**config.mk**
```make
export PLATFORM = sky130hd
export DESIGN_NAME = pic_mul
export DESIGN_NICKNAME = d
export VERILOG_FILES = /design/src/design/pic_pkg.sv /design/src/design/pic_mul.sv
export SDC_FILE = /design/constraint.sdc
export NUM_CORES = 2
export LEC_CHECK = 0
export BUFFER_PORTS_ARGS = -buffer_cell sky130_fd_sc_hd__buf_4
export CORE_MARGIN = 4
export CORE_UTILIZATION = 62
export CTS_CLUSTER_DIAMETER = 200
export DETAILED_ROUTE_END_ITERATION = 8
export PLACE_DENSITY = 0.78
export SYNTH_ARGS = -nofsm -noshare
export SYNTH_HDL_FRONTEND = slang
export SYNTH_SLANG_ARGS = --single-unit
```
**constraint.sdc**
```tcl
create_clock -name clk -period 11.2 [get_ports clk]
set_input_delay 1.68 -clock clk [delete_from_list [all_inputs] [get_ports clk]]
set_output_delay 1.68 -clock clk [all_outputs]
set_load 0.02 [all_outputs]
```
**src/design/pic_pkg.sv**
```systemverilog
`timescale 1ns / 1ps
// Shared constants, types and status codes for the pedigree inbreeding block.
// No dependencies; used by pic_mul and pedigree_inbreeding_coefficient.
package pic_pkg;

	localparam int MAX_ANIMALS = 1024;
	localparam int ADDR_W      = $clog2(MAX_ANIMALS);
	localparam int IDX_W       = ADDR_W + 1;
	localparam int MAX_DEPTH   = 64;
	localparam int DEPTH_W     = $clog2(MAX_DEPTH);
	localparam int FRAC_BITS   = 30;
	localparam int F_W         = FRAC_BITS + 1;
	localparam int CONTRIB_W   = 32;
	localparam int MUL_W       = 32;
	localparam int ACC_W       = 64;

	localparam logic [F_W-1:0] ONE = F_W'(1) << FRAC_BITS;

	typedef logic [IDX_W-1:0]  idx_t;
	typedef logic [ADDR_W-1:0] addr_t;
	typedef logic [F_W-1:0]    fx_t;

	localparam logic [1:0] ST_OK      = 2'd0;
	localparam logic [1:0] ST_PARENT  = 2'd1;
	localparam logic [1:0] ST_FULL    = 2'd2;
	localparam logic [1:0] ST_DEPTH   = 2'd3;

endpackage

```
**src/design/pic_mul.sv**
```systemverilog
`timescale 1ns / 1ps
// Shared 32x32 unsigned multiplier with a registered product.
// Depends on pic_pkg for the operand width.
module pic_mul (
	input  logic                        clk,
	input  logic [pic_pkg::MUL_W-1:0]   a,
	input  logic [pic_pkg::MUL_W-1:0]   b,
	output logic [2*pic_pkg::MUL_W-1:0] p
);
	import pic_pkg::*;

	always_ff @(posedge clk) begin
		p <= a * b;
	end

endmodule

```
==> impl_metrics.csv <==
group,metric,value,unit
sta,fmax,111,MHz
detailed_routing,drtIter0Drc,1654,
floorplanning,die_w,244,um
clocking,cts_max_level,3,
clocking,cts_made_buffers,9,
sta,post-route-period-util,80.5,%
final_layout,n_antenna_cell,0,
detailed_routing,drt-pass1-iter-count,6,
synthesis,synth_top_cell_area_share,51.7,%
clocking,hold_buffers,0,
sta,slew_headroom,44.8,%
worst_setup_path,crit_type,"primary input to register",
sta,grt_setup_unrepaired,"false",
clocking,cts_resized,0,
placed_design,dpl.hpwl,72.0,mm
clocking,root_buffer,"clkbuf_16",
floorplanning,rows,86,
global_routing,busiest_layer,"met2",
worst_setup_path,endpoint_kind,"register",
synthesis,async_flop_share,0,%
global_routing,grt.total_usage,31.5,%
global_routing,grt_overflow,0,
synthesis,yosysWarnings,0,
global_routing,antenna_found_initial,1,
sta,hold_slack,1.85,ns
final_layout,drive_gt1_share,4.38,%
run,maxCapViolCount,0,
synthesis,ys_types,57,
synthesis,postSynthAreaPerCell,9.25,um2
sta,setup_viol,0,
detailed_routing,viasPerCell,5.71,
detailed_routing,vias,25200,
final_layout,largest_reg_flops,64,
synthesis,ys_seq_area_share,3.69,%
final_layout,area_growth,4.02,%
synthesis,yosysTopAreaCell,"fa_1",
outcome,outcome,"finished, final reports clean",
worst_setup_path,startpoint_type,"primary input",
floorplanning,io_pins,129,
synthesis,synthesis.nets,4972,
global_routing,grt_pass1_vias,28300,
floorplanning,die_h,244,um
floorplanning,dieArea,0.0598,mm2
clocking,cts_sinks,64,
synthesis,syn_inst,3748,
global_routing,grt_max_degree,33,
floorplanning,core,0.0552,mm2
worst_setup_path,crit_start,"b[8]",
worst_setup_path,endpoint,"p[62]",
final_layout,top_regs,"p x64",
sta,min_period,9.01,ns
clocking,clockBufferDepth,2,
final_layout,fin_nets,4891,
synthesis,synth_seq_cells,64,
detailed_routing,remaining_drc_errors,0,
placed_design,io_buffer_count,128,
detailed_routing,wl_per_cell,20.5,um
global_routing,use_met1,36.9,%
final_layout,final-instance-count-excl-fill,4420,
global_routing,met3_usage,4.25,%
sta,finalSetupTns,0,ns
sta,tightest_slew,0.822,ns
min_path,min_from,"b[0]",
synthesis,ys_dominant_reg_cell,"dfxtp_1",
placed_design,dp_cells,4404,
worst_setup_path,path_max_fanout,32,
clocking,postCtsSetupBuffers,0,
final_layout,largest_register,"p",
sta,hold_violations,0,
floorplanning,initial_core_util,62.8,%
synthesis,syn_area,0.0347,mm2
worst_setup_path,worst-endpoint-arrival,9.28,ns
min_path,worstHoldPathType,"primary input to register",
sta,drv_slew,0,
detailed_routing,postRouteAntennaNets,0,
global_routing,grt_use_met2,55.7,%
min_path,hold-path-cell-count,2,
global_routing,grt_pass1_wl,147,mm
clocking,cts_tree,"built",
placed_design,gp_congestion,0.932,
clocking,path_clk_slew,0.06,ns
detailed_routing,routed_wl,90.6,mm
synthesis,ys_top_cells_by_area,"fa_1 52%, and2_1 11%, ha_1 9.5%",
worst_setup_path,crit_required,11.47,ns
synthesis,synth-edff-count,0,
-- synthesized netlist by cell type (3+ instances only) --
master,n
o31ai_4,3
buf_2,6
o221ai_1,3
o21ai_1,5
dfxtp_1,64
o21a_1,9
and2_1,602
a21oi_2,3
nor2_1,20
o21ai_0,21
or3_1,3
and4_1,3
clkbuf_1,213
a21boi_1,3
a31oi_1,12
inv_1,865
xor2_1,25
xnor2_1,35
nand4_1,23
fa_1,896
o21bai_1,10
a221oi_4,3
ha_1,263
nand2_1,480
a21o_1,40
a221o_1,4
or2_2,3
nor3_1,7
nand3_1,10
a21oi_1,63
and3_1,14
a211oi_1,3
or4_1,3
-- metrics by stage --
stage,instance area (um2),worst slack [ns],utilization [%]
floorplan,34700,2.77,-
global placement,35700,2.05,64.7
detailed placement,35700,1.95,64.7
CTS,36100,2.29,65.3
global route,36100,1.82,65.3
finish,36100,2.19,65.3
-- worst min-delay path by stage --
stage	endpoint
CTS	p[0]
detailed placement	p[50]
finish	p[0]
global placement	p[61]
floorplan	p[0]
global route	p[0]
-- cell usage in the layout (no fill, tap or decap), types with 10 or more instances in the layout --
cell type	n
a21o_1	40
a21oi_1	63
a31oi_1	12
and2_1	602
and3_1	14
buf_4	128
dfxtp_1	64
fa_1	896
ha_1	263
inv_1	865
nand2_1	480
nand3_1	10
nand4_1	23
nor2_1	20
o21ai_0	21
o21bai_1	10
xnor2_1	35
xor2_1	25
-- critical path: stages --
cell and delay [ns]:
buf_4 0.35, nand2_1 0.14, fa_1 0.55, inv_1 0.06, fa_1 0.53, inv_1 0.05, fa_1 0.53, inv_1 0.06
fa_1 0.49, fa_1 0.59, fa_1 0.44, fa_1 0.50, inv_1 0.05, fa_1 0.47, inv_1 0.04, ha_1 0.43
nand4_1 0.24, or4_1 0.47, or3_1 0.35, a31oi_1 0.49, a31o_2 0.31, a211oi_1 0.12, o21ai_1 0.18, xor2_1 0.15
-- cells by family after synthesis --
family                     after synthesis  share of synthesized area (%)
AOI/OAI and AO/OA                      202                           4.15
and+or+nand+nor                       1177                           17.6
DFF                                     64                           3.69
muxes                                    1                         0.0289
adders and majority gates             1159                           61.2
buffers and inverters                 1085                           11.8
xor gates and xnor gates                60                           1.52
-- routing by layer --
| layer | share of wire [%] | routed length, um |
|---|---|---|
| met1 | 34 | 31000 |
| met5 | 0.013 | 12 |
| met2 | 52 | 46700 |
| met3 | 6.9 | 6230 |
| met4 | 7.4 | 6680 |
-- layout make-up --
type	instances	area, um2
clock inverter	7	105
sequential	64	1280
clock buffer	9	225
tap	748	936
inverter	865	3250
timing repair buffer	128	961
multi-input combinational	2599	29300
fill	4414	19100
Power is left out: the tool's default activity adds up to more than one toggle a clock period on the data nets, which glitch-free logic cannot reach.
